[config.mk]
export PLATFORM = sky130hd
export DESIGN_NAME = interval_map_range_table_flat
export DESIGN_NICKNAME = d
export VERILOG_FILES = /design/src/rtl/core/imrt_pkg.sv /design/src/rtl/core/imrt_if.sv /design/src/rtl/core/imrt_ram.sv /design/src/rtl/core/imrt_datapath.sv /design/src/rtl/core/imrt_ctrl.sv /design/src/rtl/core/interval_map_range_table.sv /design/src/flat_wrapper.sv
export SDC_FILE = /design/constraint.sdc
export NUM_CORES = 2
export LEC_CHECK = 0
export BUFFER_PORTS_ARGS = -buffer_cell sky130_fd_sc_hd__clkbuf_2
export CORE_MARGIN = 3
export CORE_UTILIZATION = 57
export CTS_BUF_LIST = sky130_fd_sc_hd__clkbuf_16
export CTS_CLUSTER_DIAMETER = 60
export DETAILED_ROUTE_END_ITERATION = 8
export PLACE_DENSITY = 0.76
export SKIP_CTS_REPAIR_TIMING = 1
export SYNTH_ARGS = -nofsm -noshare
export SYNTH_HDL_FRONTEND = slang
export SYNTH_HIERARCHICAL = 1
export SYNTH_SLANG_ARGS = --single-unit
[constraint.sdc]
create_clock -name clk -period 6.7 [get_ports clk]
set_input_delay 1.005 -clock clk [delete_from_list [all_inputs] [get_ports clk]]
set_output_delay 1.005 -clock clk [all_outputs]
set_load 0.02 [all_outputs]
[src/rtl/core/imrt_pkg.sv]
`default_nettype none
// ----------------------------------------------------------------------------
// imrt_pkg: shared types and constants
// constants, status codes and controller/datapath command types
// ----------------------------------------------------------------------------
package imrt_pkg;
  localparam int Capacity  = 32;
  localparam int KeyBits   = 32;
  localparam int ValueBits = 8;
  localparam int IdxBits   = $clog2(Capacity);
  localparam int CntBits   = $clog2(Capacity + 1);

  typedef logic [KeyBits-1:0]   key_t;
  typedef logic [ValueBits-1:0] value_t;
  typedef logic [IdxBits-1:0]   idx_t;
  typedef logic [CntBits-1:0]   cnt_t;

  localparam logic [1:0] StatusDone  = 2'd0;
  localparam logic [1:0] StatusEmpty = 2'd1;
  localparam logic [1:0] StatusFull  = 2'd2;

  localparam logic OpAssign = 1'b0;
  localparam logic OpLookup = 1'b1;

  // command from controller to datapath
  typedef struct packed {
    logic load;       // capture input item
    logic scan;       // evaluate entry at scan index
    logic scan_rd;    // issue read at scan index
    logic copy_init;  // set tail copy pointers
    logic copy_rd;    // issue read at copy source
    logic copy_wr;    // write staged entry to table
    logic wr_begin;   // write begin breakpoint
    logic wr_end;     // write end breakpoint
    logic commit;     // update entry count
    logic out_load;   // build result
  } cmd_t;

  typedef struct packed {
    logic scan_last;  // scan index reached count
    logic copy_last;  // copy source has passed its last entry
    logic is_lookup;
    logic empty_int;
    logic full;
    logic ins_b;
    logic ins_e;
    logic shift_up;   // tail moves to higher index
    logic no_move;    // tail stays put or there is no tail
  } stat_t;
endpackage
`default_nettype wire

[src/rtl/core/imrt_if.sv]
`default_nettype none
// ----------------------------------------------------------------------------
// imrt_if: valid/ready channel interfaces
// input item, result item and configuration write channels
// ----------------------------------------------------------------------------
interface imrt_in_if;
  logic                  valid;
  logic                  ready;
  logic                  operation;
  imrt_pkg::key_t        range_begin;
  imrt_pkg::key_t        range_end;
  imrt_pkg::value_t      new_value;
  imrt_pkg::key_t        query_key;
  modport source (output valid, operation, range_begin, range_end, new_value, query_key,
                  input ready);
  modport sink (input valid, operation, range_begin, range_end, new_value, query_key,
                output ready);
endinterface

interface imrt_out_if;
  logic                  valid;
  logic                  ready;
  imrt_pkg::value_t      looked_up_value;
  logic [1:0]            status;
  logic [5:0]            entries_used;
  modport source (output valid, looked_up_value, status, entries_used, input ready);
  modport sink (input valid, looked_up_value, status, entries_used, output ready);
endinterface

interface imrt_cfg_if;
  logic                  valid;
  logic                  ready;
  imrt_pkg::value_t      data;
  modport source (output valid, data, input ready);
  modport sink (input valid, data, output ready);
endinterface
`default_nettype wire

[src/rtl/core/imrt_ram.sv]
`default_nettype none
// ----------------------------------------------------------------------------
// imrt_ram: generic single-port-write, single-read ram
// registered read data
// ----------------------------------------------------------------------------
module imrt_ram #(
  parameter int Width = 8,
  parameter int Depth = 32
) (
  input  wire logic                     clk,
  input  wire logic                     we,
  input  wire logic [$clog2(Depth)-1:0] waddr,
  input  wire logic [Width-1:0]         wdata,
  input  wire logic [$clog2(Depth)-1:0] raddr,
  output logic      [Width-1:0]         rdata
);
  logic [Width-1:0] mem [Depth];

  always_ff @(posedge clk) begin
    if (we) begin
      mem[waddr] <= wdata;
    end
    rdata <= mem[raddr];
  end
endmodule
`default_nettype wire

[src/rtl/core/imrt_datapath.sv]
`default_nettype none
// ----------------------------------------------------------------------------
// imrt_datapath: breakpoint table and scan/shift datapath
// holds key/value rams, entry count and the per-item working registers
// ----------------------------------------------------------------------------
module imrt_datapath (
  input  wire logic             clk,
  input  wire logic             rst,
  input  wire imrt_pkg::cmd_t   cmd,
  output imrt_pkg::stat_t       stat,
  input  wire logic             in_op,
  input  wire imrt_pkg::key_t   in_begin,
  input  wire imrt_pkg::key_t   in_end,
  input  wire imrt_pkg::value_t in_value,
  input  wire imrt_pkg::key_t   in_query,
  input  wire imrt_pkg::value_t default_value,
  output imrt_pkg::value_t      res_value,
  output logic [1:0]            res_status,
  output logic [5:0]            res_count
);
  localparam int Cap = imrt_pkg::Capacity;

  logic op;
  imrt_pkg::key_t kb, ke, kq;   // sign-flipped keys
  imrt_pkg::value_t v;
  imrt_pkg::cnt_t count;
  imrt_pkg::cnt_t scan_i, n_lo, hi;
  imrt_pkg::value_t before_v, end_v, q_v;
  imrt_pkg::cnt_t src, dst;
  imrt_pkg::cnt_t new_count;

  imrt_pkg::cnt_t raddr_c;
  imrt_pkg::key_t rkey;
  imrt_pkg::value_t rval;
  logic we;
  imrt_pkg::cnt_t waddr_c;
  imrt_pkg::key_t wkey;
  imrt_pkg::value_t wval;
  logic [imrt_pkg::CntBits+1:0] total;
  imrt_pkg::key_t rk;
  logic ins_b, ins_e;

  always_comb begin
    raddr_c = scan_i;
    if (cmd.copy_rd) begin
      raddr_c = src;
    end
  end

  imrt_ram #(.Width(imrt_pkg::KeyBits), .Depth(Cap)) u_keys (
    .clk(clk), .we(we), .waddr(waddr_c[imrt_pkg::IdxBits-1:0]), .wdata(wkey),
    .raddr(raddr_c[imrt_pkg::IdxBits-1:0]), .rdata(rkey));
  imrt_ram #(.Width(imrt_pkg::ValueBits), .Depth(Cap)) u_vals (
    .clk(clk), .we(we), .waddr(waddr_c[imrt_pkg::IdxBits-1:0]), .wdata(wval),
    .raddr(raddr_c[imrt_pkg::IdxBits-1:0]), .rdata(rval));

  assign rk = rkey;
  assign ins_b = (before_v != v);
  assign ins_e = (end_v != v);
  assign total = {2'b0, n_lo} + {{(imrt_pkg::CntBits+1){1'b0}}, ins_b}
               + {{(imrt_pkg::CntBits+1){1'b0}}, ins_e} + {2'b0, count} - {2'b0, hi};
  assign new_count = n_lo + imrt_pkg::cnt_t'(ins_b) + imrt_pkg::cnt_t'(ins_e)
                   + count - hi;

  // writes: begin/end breakpoints or tail copy
  always_comb begin
    we = 1'b0;
    waddr_c = dst;
    wkey = rkey;
    wval = rval;
    if (cmd.wr_begin) begin
      we = 1'b1;
      waddr_c = n_lo;
      wkey = kb ^ {1'b1, {(imrt_pkg::KeyBits-1){1'b0}}};
      wval = v;
    end else if (cmd.wr_end) begin
      we = 1'b1;
      waddr_c = n_lo + imrt_pkg::cnt_t'(ins_b);
      wkey = ke ^ {1'b1, {(imrt_pkg::KeyBits-1){1'b0}}};
      wval = end_v;
    end else if (cmd.copy_wr) begin
      we = 1'b1;
    end
  end

  assign stat.scan_last = (scan_i == count);
  // upward copy runs from the top entry down to entry hi inclusive
  assign stat.copy_last = stat.shift_up ? (src == imrt_pkg::cnt_t'(hi - 1'b1))
                                        : (src == count);
  assign stat.is_lookup = (op == imrt_pkg::OpLookup);
  assign stat.empty_int = (kb >= ke);
  assign stat.full = (total > (imrt_pkg::CntBits+2)'(Cap));
  assign stat.ins_b = ins_b;
  assign stat.ins_e = ins_e;
  assign stat.shift_up = (new_count > count);
  assign stat.no_move = (new_count == count) || (hi == count);

  always_ff @(posedge clk) begin
    if (rst) begin
      count <= '0;
    end else if (cmd.commit) begin
      count <= new_count;
    end
    if (cmd.load) begin
      op <= in_op;
      kb <= in_begin ^ {1'b1, {(imrt_pkg::KeyBits-1){1'b0}}};
      ke <= in_end ^ {1'b1, {(imrt_pkg::KeyBits-1){1'b0}}};
      kq <= in_query ^ {1'b1, {(imrt_pkg::KeyBits-1){1'b0}}};
      v <= in_value;
      scan_i <= '0;
      n_lo <= '0;
      hi <= '0;
      before_v <= default_value;
      end_v <= default_value;
      q_v <= default_value;
    end
    if (cmd.scan_rd) begin
      scan_i <= scan_i + 1'b1;
    end
    // rkey/rval hold entry scan_i-1 during scan
    if (cmd.scan) begin
      if ((rk ^ {1'b1, {(imrt_pkg::KeyBits-1){1'b0}}}) < kb) begin
        n_lo <= n_lo + 1'b1;
        before_v <= rval;
      end
      if ((rk ^ {1'b1, {(imrt_pkg::KeyBits-1){1'b0}}}) <= ke) begin
        hi <= hi + 1'b1;
        end_v <= rval;
      end
      if ((rk ^ {1'b1, {(imrt_pkg::KeyBits-1){1'b0}}}) <= kq) begin
        q_v <= rval;
      end
    end
    if (cmd.copy_init) begin
      // prepare tail copy pointers
      if (new_count > count) begin
        src <= count - 1'b1;
        dst <= new_count - 1'b1;
      end else begin
        src <= hi;
        dst <= new_count - (count - hi);
      end
    end
    if (cmd.copy_wr) begin
      if (stat.shift_up) begin
        src <= src - 1'b1;
        dst <= dst - 1'b1;
      end else begin
        src <= src + 1'b1;
        dst <= dst + 1'b1;
      end
    end
    if (cmd.out_load) begin
      res_value <= '0;
      res_status <= imrt_pkg::StatusDone;
      if (op == imrt_pkg::OpLookup) begin
        res_value <= q_v;
      end else if (kb >= ke) begin
        res_status <= imrt_pkg::StatusEmpty;
      end else if (stat.full) begin
        res_status <= imrt_pkg::StatusFull;
      end
    end
  end

  assign res_count = 6'(count);
endmodule
`default_nettype wire

[src/rtl/core/imrt_ctrl.sv]
`default_nettype none
// ----------------------------------------------------------------------------
// imrt_ctrl: item sequencer
// scans the table, then for an accepted assign shifts the tail and writes the new breakpoints
// ----------------------------------------------------------------------------
module imrt_ctrl (
  input  wire logic           clk,
  input  wire logic           rst,
  input  wire logic           in_valid,
  output logic                in_ready,
  output logic                out_valid,
  input  wire logic           out_ready,
  output imrt_pkg::cmd_t      cmd,
  input  wire imrt_pkg::stat_t stat
);
  typedef enum logic [2:0] {
    Idle, ScanRd, Scan, Decide, CopyRd, CopyWr, WrBeg, WrEnd
  } state_t;

  state_t state, state_next;
  logic out_pend;
  logic out_set;

  assign in_ready = (state == Idle) && !out_pend;
  assign out_valid = out_pend;

  // tail shift precedes breakpoint writes; shift_up copies from top down
  // entry count is updated only once the table has been rebuilt
  always_comb begin
    cmd = '0;
    state_next = state;
    out_set = 1'b0;
    case (state)
      Idle: begin
        if (in_valid && in_ready) begin
          cmd.load = 1'b1;
          state_next = ScanRd;
        end
      end
      ScanRd: begin
        if (stat.scan_last) begin
          state_next = Decide;
        end else begin
          cmd.scan_rd = 1'b1;
          state_next = Scan;
        end
      end
      Scan: begin
        cmd.scan = 1'b1;
        state_next = ScanRd;
      end
      Decide: begin
        cmd.out_load = 1'b1;
        if (stat.is_lookup || stat.empty_int || stat.full) begin
          out_set = 1'b1;
          state_next = Idle;
        end else begin
          cmd.copy_init = 1'b1;
          state_next = stat.no_move ? WrBeg : CopyRd;
        end
      end
      CopyRd: begin
        if (stat.copy_last) begin
          state_next = WrBeg;
        end else begin
          cmd.copy_rd = 1'b1;
          state_next = CopyWr;
        end
      end
      CopyWr: begin
        cmd.copy_wr = 1'b1;
        state_next = CopyRd;
      end
      WrBeg: begin
        cmd.wr_begin = stat.ins_b;
        state_next = WrEnd;
      end
      WrEnd: begin
        cmd.wr_end = stat.ins_e;
        cmd.commit = 1'b1;
        out_set = 1'b1;
        state_next = Idle;
      end
      default: state_next = Idle;
    endcase
  end

  always_ff @(posedge clk) begin
    if (rst) begin
      state <= Idle;
      out_pend <= 1'b0;
    end else begin
      state <= state_next;
      if (out_set) begin
        out_pend <= 1'b1;
      end else if (out_ready) begin
        out_pend <= 1'b0;
      end
    end
  end

`ifndef SYNTH
  a_no_accept_busy: assert property (@(posedge clk) disable iff (rst)
    (state != Idle) |-> !in_ready) else $error("accept while busy");
  a_load_from_idle: assert property (@(posedge clk) disable iff (rst)
    cmd.load |=> (state == ScanRd)) else $error("load did not start scan");
  a_out_hold: assert property (@(posedge clk) disable iff (rst)
    (out_pend && !out_ready) |=> out_pend) else $error("result dropped");
`endif
endmodule
`default_nettype wire

[src/rtl/core/interval_map_range_table.sv]
`default_nettype none
// ----------------------------------------------------------------------------
// interval_map_range_table: piecewise-constant key-to-value map
// sorted breakpoint table with assign-interval and lookup operations
// ----------------------------------------------------------------------------
// usage:
//   in_ch  : one transaction per item (assign or lookup)
//   out_ch : one transaction per item with value, status and entry count
//   cfg_ch : writes default_value; only while the block is idle
// sequence:
//   a lookup scans all N entries held: the scan reads each ram entry in turn
//   through the single read port, alternating the ScanRd and Scan states
//   an assign adds up to N tail shifting steps (CopyRd, CopyWr) plus the
//   breakpoint write states WrBeg and WrEnd
// one item is in flight at a time; the next input transaction is taken
// once the result has been delivered
// reset clears the entry count and the default; table rams are not cleared
// a stalled receiver holds the result and the input side waits
// ----------------------------------------------------------------------------
module interval_map_range_table (
  input wire logic  clk,
  input wire logic  rst,
  imrt_in_if.sink   in_ch,
  imrt_out_if.source out_ch,
  imrt_cfg_if.sink  cfg_ch
);
  imrt_pkg::cmd_t   cmd;
  imrt_pkg::stat_t  stat;
  imrt_pkg::value_t default_value;

  // configuration register
  assign cfg_ch.ready = 1'b1;
  always_ff @(posedge clk) begin
    if (rst) begin
      default_value <= '0;
    end else if (cfg_ch.valid) begin
      default_value <= cfg_ch.data;
    end
  end

  imrt_ctrl u_ctrl (
    .clk(clk), .rst(rst),
    .in_valid(in_ch.valid), .in_ready(in_ch.ready),
    .out_valid(out_ch.valid), .out_ready(out_ch.ready),
    .cmd(cmd), .stat(stat)
  );

  imrt_datapath u_dp (
    .clk(clk), .rst(rst), .cmd(cmd), .stat(stat),
    .in_op(in_ch.operation), .in_begin(in_ch.range_begin), .in_end(in_ch.range_end),
    .in_value(in_ch.new_value), .in_query(in_ch.query_key),
    .default_value(default_value),
    .res_value(out_ch.looked_up_value), .res_status(out_ch.status),
    .res_count(out_ch.entries_used)
  );
endmodule
`default_nettype wire

[src/flat_wrapper.sv]
// flat-port wrapper written by rule: the top's interface ports become plain ports
module interval_map_range_table_flat 
  (clk, rst, in_ch_valid, in_ch_operation, in_ch_range_begin, in_ch_range_end, in_ch_new_value, in_ch_query_key, in_ch_ready, out_ch_valid, out_ch_looked_up_value, out_ch_status, out_ch_entries_used, out_ch_ready, cfg_ch_valid, cfg_ch_data, cfg_ch_ready);
  imrt_in_if in_ch_i ();
  imrt_out_if out_ch_i ();
  imrt_cfg_if cfg_ch_i ();
  input wire logic clk;
  input wire logic rst;
  input wire logic [$bits(in_ch_i.valid)-1:0] in_ch_valid;
  input wire logic [$bits(in_ch_i.operation)-1:0] in_ch_operation;
  input wire logic [$bits(in_ch_i.range_begin)-1:0] in_ch_range_begin;
  input wire logic [$bits(in_ch_i.range_end)-1:0] in_ch_range_end;
  input wire logic [$bits(in_ch_i.new_value)-1:0] in_ch_new_value;
  input wire logic [$bits(in_ch_i.query_key)-1:0] in_ch_query_key;
  output wire logic [$bits(in_ch_i.ready)-1:0] in_ch_ready;
  output wire logic [$bits(out_ch_i.valid)-1:0] out_ch_valid;
  output wire logic [$bits(out_ch_i.looked_up_value)-1:0] out_ch_looked_up_value;
  output wire logic [$bits(out_ch_i.status)-1:0] out_ch_status;
  output wire logic [$bits(out_ch_i.entries_used)-1:0] out_ch_entries_used;
  input wire logic [$bits(out_ch_i.ready)-1:0] out_ch_ready;
  input wire logic [$bits(cfg_ch_i.valid)-1:0] cfg_ch_valid;
  input wire logic [$bits(cfg_ch_i.data)-1:0] cfg_ch_data;
  output wire logic [$bits(cfg_ch_i.ready)-1:0] cfg_ch_ready;
  assign in_ch_i.valid = in_ch_valid;
  assign in_ch_i.operation = in_ch_operation;
  assign in_ch_i.range_begin = in_ch_range_begin;
  assign in_ch_i.range_end = in_ch_range_end;
  assign in_ch_i.new_value = in_ch_new_value;
  assign in_ch_i.query_key = in_ch_query_key;
  assign in_ch_ready = in_ch_i.ready;
  assign out_ch_valid = out_ch_i.valid;
  assign out_ch_looked_up_value = out_ch_i.looked_up_value;
  assign out_ch_status = out_ch_i.status;
  assign out_ch_entries_used = out_ch_i.entries_used;
  assign out_ch_i.ready = out_ch_ready;
  assign cfg_ch_i.valid = cfg_ch_valid;
  assign cfg_ch_i.data = cfg_ch_data;
  assign cfg_ch_ready = cfg_ch_i.ready;
  interval_map_range_table u_core (.clk(clk), .rst(rst), .in_ch(in_ch_i), .out_ch(out_ch_i), .cfg_ch(cfg_ch_i));
endmodule
* Word-level counts from Yosys, hierarchy flattened *
Memory sizes are Yosys's and may differ from the RTL's. A register that Yosys moved wholly into a read port is not among the register bits.
Cells that the tools add are included.

operators by class
  mux-type cells = 63
  magnitude comparators = 6
  add/subtract/negate cells = 20
  bitwise gates (word level) = 6
  eq/ne operators = 15
  reductions and logical operators = 11

operators with widths
  kind                                                 number
  2-to-1 mux 6 bit                                     16
  2-to-1 mux 8 bit                                     11
  less-or-equal comparator 32 bit                      2
  2-to-1 mux 32 bit                                    2
  greater-or-equal comparator 32 bit                   1
  less-than comparator 32 bit                          1
  adder 6 x 1 -> 6 bit (second input constant)         5
  == test 6 bit                                        5
  subtractor 6 x 1 -> 6 bit (second input constant)    5
  case mux 3 bit (8 select lines)                      1
  2-to-1 mux 1 bit                                     23
  subtractor 6 bit                                     3
  != test 8 bit                                        2
  2-to-1 mux 5 bit                                     3
  adder 6 x 1 -> 6 bit                                 2
  == test 3 bit (second input constant)                4
  adder 7 x 1 -> 8 bit                                 1
  adder 8 x 6 -> 8 bit                                 1
  > comparator 8 x 6 -> 1 bit (second input constant)  1
  2-to-1 mux 2 bit                                     4
  subtractor 8 x 6 -> 8 bit                            1
  adder 6 x 1 -> 7 bit                                 1
  adder 6 bit                                          1
  == test 3 x 2 -> 1 bit (second input constant)       2
  12 further kinds                                     23

storage, ports and cells
  memories kept = 2
  RAM bits = 1280
  bits in registers = 187
  word-level logic and storage cells = 143
  output and inout bits = 19
  input bits = 118

memory list
  memory                  words  bits a word  read ports  clocked after memory_dff  write ports  line            RTL
  u_core.u_dp.u_keys.mem  32     32           1           1                         1            imrt_ram.sv:17  logic [Width-1:0] mem [Depth];
  u_core.u_dp.u_vals.mem  32     8            1           1                         1            imrt_ram.sv:17

* Depth between registers and ports, before layout *
  depth in word-level cells = 11
  depth in mapped cells = 35
  mapped depth without buffers = 30

* Modules after synthesis *
The synthesis kept the hierarchy.

by module, submodules not included
  module                          instances  seq. area each (um^2)  area an instance (um^2)  cells each
  imrt_ram at u_core.u_dp.u_keys  1          31390.1                40485.1                  2260
  imrt_datapath                   1          4804.6                 12762.2                  1303
  imrt_ram at u_core.u_dp.u_vals  1          7847.5                 10053.4                  417
  imrt_ctrl                       1          80.1                   336.6                    39
  interval_map_range_table        1          160.2                  296.5                    28

* Worst setup path after synthesis *
Ideal clock, no wire load.

  path kind = flip-flop to flip-flop
  from = register u_core.u_dp.v[6]
  to = register u_core.u_dp.u_vals.rdata[0], read port of u_core.u_dp.u_vals.mem
  setup slack = -691 ps
  library setup time = 121 ps
  clock period less this slack = 7391 ps
  data required time = 6579 ps
  arrival time = 7270 ps
  buffers on the path = 3
  stages on the path, launching flop included = 32
  cells stage by stage = edfxtp_1 xor2_1 nor4_1 nand2_1 ha_1 ha_1 inv_1 fa_1 inv_1 ha_1 nor2b_1 o21a_1 o21ai_0 nand2b_1 a21oi_1 xnor2_1 ha_1 nand4_1 or3b_4 o31ai_4 buf_6 nor2_1 a21oi_1 xnor2_1 nor4_1 nor4b_1 mux2_2 clkbuf_1 clkbuf_1 mux4_2 mux4_2 mux2_2

RTL lines
  element                   line                  RTL
  start: declaration        imrt_datapath.sv:25   imrt_pkg::value_t v;
  start signal: assignment  imrt_datapath.sv:109  v <= in_value;
  end: declaration          imrt_ram.sv:15        output logic [Width-1:0] rdata

==> flow_metrics.tcl <==
set metrics [dict create \
    grt_antenna_before_repair 2 \
    worst_hold_slack_ns 0.402 \
    core_um2 111000 \
    grt_use_met3_pct 5.14 \
    dp_hpwl_mm 100 \
    yosysTopAreaCell "edfxtp_1" \
    synth-edff-count 1412 \
    required_ns 7.32 \
    dieArea_um2 116000 \
    setup_ws_ns -0.680 \
    finalSetupViolCount 40 \
    grt_util_met1_pct 37.8 \
    io_buffers 135 \
    path_common_cell "buf_12" \
    vias_per_cell 6.28 \
    syn_inst 4047 \
    htreeDepth 4 \
    cp-start-kind "flip-flop" \
    rsz0062_at_grt "yes" \
    clk_latency_ns 0.79 \
    grt_pass1_vias 38114 \
    routed_wl_mm 171 \
    hold_end "u_core/u_dp/ke[21]" \
    tightestPinTransition_ns 1.41 \
    reg2reg_to "u_core/u_dp/u_keys/rdata[23]" \
    crit_slowest_cell "fa_1" \
    cellLeakagePower_nw 27.2 \
    synth_compound_area_share_pct 5.89 \
    synth_top_cell_area_share_pct 66.3 \
    antenna_cells 0 \
    syn_area_per_cell_um2 15.8 \
    ios 137 \
    irDropWorstVdd_mv 0.400 \
    layout-drive-gt1-share_pct 22.4 \
    grt_max_degree 72 \
    drt-initial-drc-count 4611 \
    skew_ns 0.0388 \
    place_area_um2 68700 \
    vias 38567 \
    syn_area_um2 63900 \
    synth-seq-cells 1506 \
    drc 0 \
    synth_fa_ha_area_share_pct 3.90 \
    min_from "in_ch_range_end[21]" \
    overflow 0 \
    hp-class "primary input to flip-flop" \
    cp.arrival_ns 8.00 \
    cpLargestDelayFamily "simple AND/OR/NAND/NOR gates" \
    final_hold_viol_count 0 \
    clock_path_buffers 3 \
    clock_sinks 1506 \
    place_congestion 0.925 \
    violations "negative setup slack" \
    hold-path-cell-count 1 \
    tns_ns -21.41 \
    ys_warn_count 6 \
    wire_per_inst_um 27.8 \
    drtPass1Iterations 8 \
    seq_area_frac_synth_pct 69.3 \
    r2r_slack_ns -0.68 \
    synth_xor_area_share_pct 1.00 \
    critPathCaptureType "flip-flop" \
    grt_util_all_layers_pct 27.9 \
    ff2ff_path_depth 36 \
    drv_cap 0 \
    clk_pin_slew_worst_paths_ns 0.06 \
    synthTopCellsByArea "edfxtp_1 66%, mux2i_1 9.0%, ha_1 3.4%" \
    cp_num_buf_inv 9 \
    cts_tree "done" \
    postLayoutCellArea_um2 75700 \
    crit_fanout 15 \
    p_per_area_nw_per_um2 385 \
    async_flop_share_pct 0 \
    critPathKind "flip-flop to flip-flop" \
    synth-main-ff-cell "edfxtp_1" \
    cts_root_buf "clkbuf_16" \
    grtUsageMet2_pct 45.0 \
    yosys.area_share.simple_pct 4.94 \
    ant_nets 0 \
    grt_pass1_wl_mm 241 \
    max_stage_delay_ns 0.50 \
    cts-buffers-inserted 148 \
    synth.distinct_cells 86 \
    period_minus_slack_ns 7.38 \
    syn_nets 4354 \
    die_y_um 341 \
    layout.nets 4835 \
    fp.dieW_um 341 \
    relSlewSlack_pct 6.23 \
    initial_core_util_pct 57.6 \
    final.period_utilization_pct 110 \
    gr-max-usage-layer "met2" \
    max_clock_freq_ghz 0.136 \
    row_count 122 \
    synthMuxAreaShare_pct 12.2 \
    final_max_slew_viol_count 0 \
    rr_startpoint "u_core/u_dp/v[0]" \
    synth_top_family_by_area "multiplexers" \
    area_growth_pct 18.4 \
    status "complete, but fails checks" \
]
## metrics by stage
step | power, mW | setup WS (ns) | utilization [%] | instances
after detailed placement | 20.0 | -1.15 | 61.9 | 5758
final | 29.1 | -0.680 | 68.2 | 6140
after global placement | 19.7 | -0.906 | 61.9 | 5758
after CTS | 27.9 | -1.20 | 66.2 | 6032
after floorplan | 17.3 | -0.207 | - | 4047
after global routing | 30.2 | -0.852 | 68.2 | 6140
## flip-flops by register name (all words and copies together), names as in the netlist, 8 cells and up
name,count
u_core/u_dp/end_v,8
u_core/u_dp/ke,32
u_core/u_dp/kq,32
u_core/u_dp/u_keys/mem,1024
u_core/u_dp/u_vals/mem,256
u_core/u_dp/before_v,8
u_core/u_dp/res_value,8
u_core/u_dp/u_vals/rdata,8
u_core/u_dp/kb,32
u_core/u_dp/q_v,8
u_core/u_dp/u_keys/rdata,32
u_core/default_value,8
u_core/u_dp/v,8
## worst max path at each step
stage                      from                      endpoint  slack, ns  cells past startpoint
2_1_floorplan  u_core/u_dp/v[7]   u_core/u_dp/u_vals/rdata[1]      -0.21                     29
3_3_place_gp   u_core/u_dp/v[3]   u_core/u_dp/u_keys/rdata[3]      -0.91                     31
3_5_place_dp   u_core/u_dp/v[2]   u_core/u_dp/u_keys/rdata[3]      -1.15                     31
4_1_cts        u_core/u_dp/v[2]   u_core/u_dp/u_keys/rdata[3]      -1.20                     31
5_1_grt        u_core/u_dp/v[0]   u_core/u_dp/u_vals/rdata[5]      -0.85                     31
6_report       u_core/u_dp/v[0]  u_core/u_dp/u_keys/rdata[23]      -0.68                     36
## power breakdown
part,internal [mW],switching [mW]
logic,3.64,5.10
registers,11.9,0.475
clock network,4.44,3.57
## cells by family after synthesis
logic type,count (synthesis)
DFF,1506
muxes,676
and+or+nand+nor,662
AOI/OAI and AO/OA,571
buffers and inverters,369
adders and majority gates,189
xor gates and xnor gates,73
other,1
## placed cells by master (no fill, tap or decap), drive strengths merged, types with 6 or more instances in the layout
cell / n
a2111oi: 6
a211o: 6
a211oi: 19
a21boi: 9
a21o: 22
a21oi: 174
a22o: 65
a22oi: 97
a31oi: 41
and2: 26
buf: 375
bufinv: 8
clkbuf: 305
clkinv: 66
dfxtp: 94
edfxtp: 1412
fa: 17
ha: 172
inv: 214
mux2: 25
mux2i: 572
mux4: 80
nand2: 221
nand2b: 9
nand3: 118
nand3b: 11
nand4: 27
nor2: 132
nor2b: 13
nor3: 48
nor4: 16
o211ai: 9
o21ai: 84
o311ai: 8
o31ai: 8
or2: 7
or3: 9
or3b: 7
xnor2: 41
xor2: 32
## synth_stat cells, types with 27 or more instances
library cell  number
a22o_1            65
buf_2             33
xnor2_1           41
nor2_1           130
nand3_1          118
a31oi_1           41
a22oi_1           97
clkbuf_1          82
dfxtp_1           94
mux2i_1          572
a21oi_1          172
ha_1             172
nor3_1            47
mux4_2            80
xor2_1            32
nand4_1           27
edfxtp_1        1412
nand2_1          221
inv_1            167
o21ai_0           83
buf_4             44
## cell type report
| cell class | count | area, µm² |
|---|---|---|
| clock buffers | 151 | 3780 |
| repair buffers | 529 | 5260 |
| inverters | 170 | 641 |
| fillers | 6913 | 35300 |
| clock inverters | 123 | 906 |
| flip-flops and latches | 1506 | 44300 |
| well taps | 1488 | 1860 |
| multi-input cells | 2173 | 18900 |
## layer usage
| metal | routed length [µm] | up-vias | part of all wire [%] |
|---|---|---|---|
| li1 | - | 16603 | - |
| met1 | 64600 | 19357 | 38 |
| met2 | 82500 | 2195 | 48 |
| met3 | 16800 | 410 | 9.8 |
| met4 | 6920 | 2 | 4.0 |
| met5 | 13 | - | 0.0076 |
(Power assumes the default switching activity.)
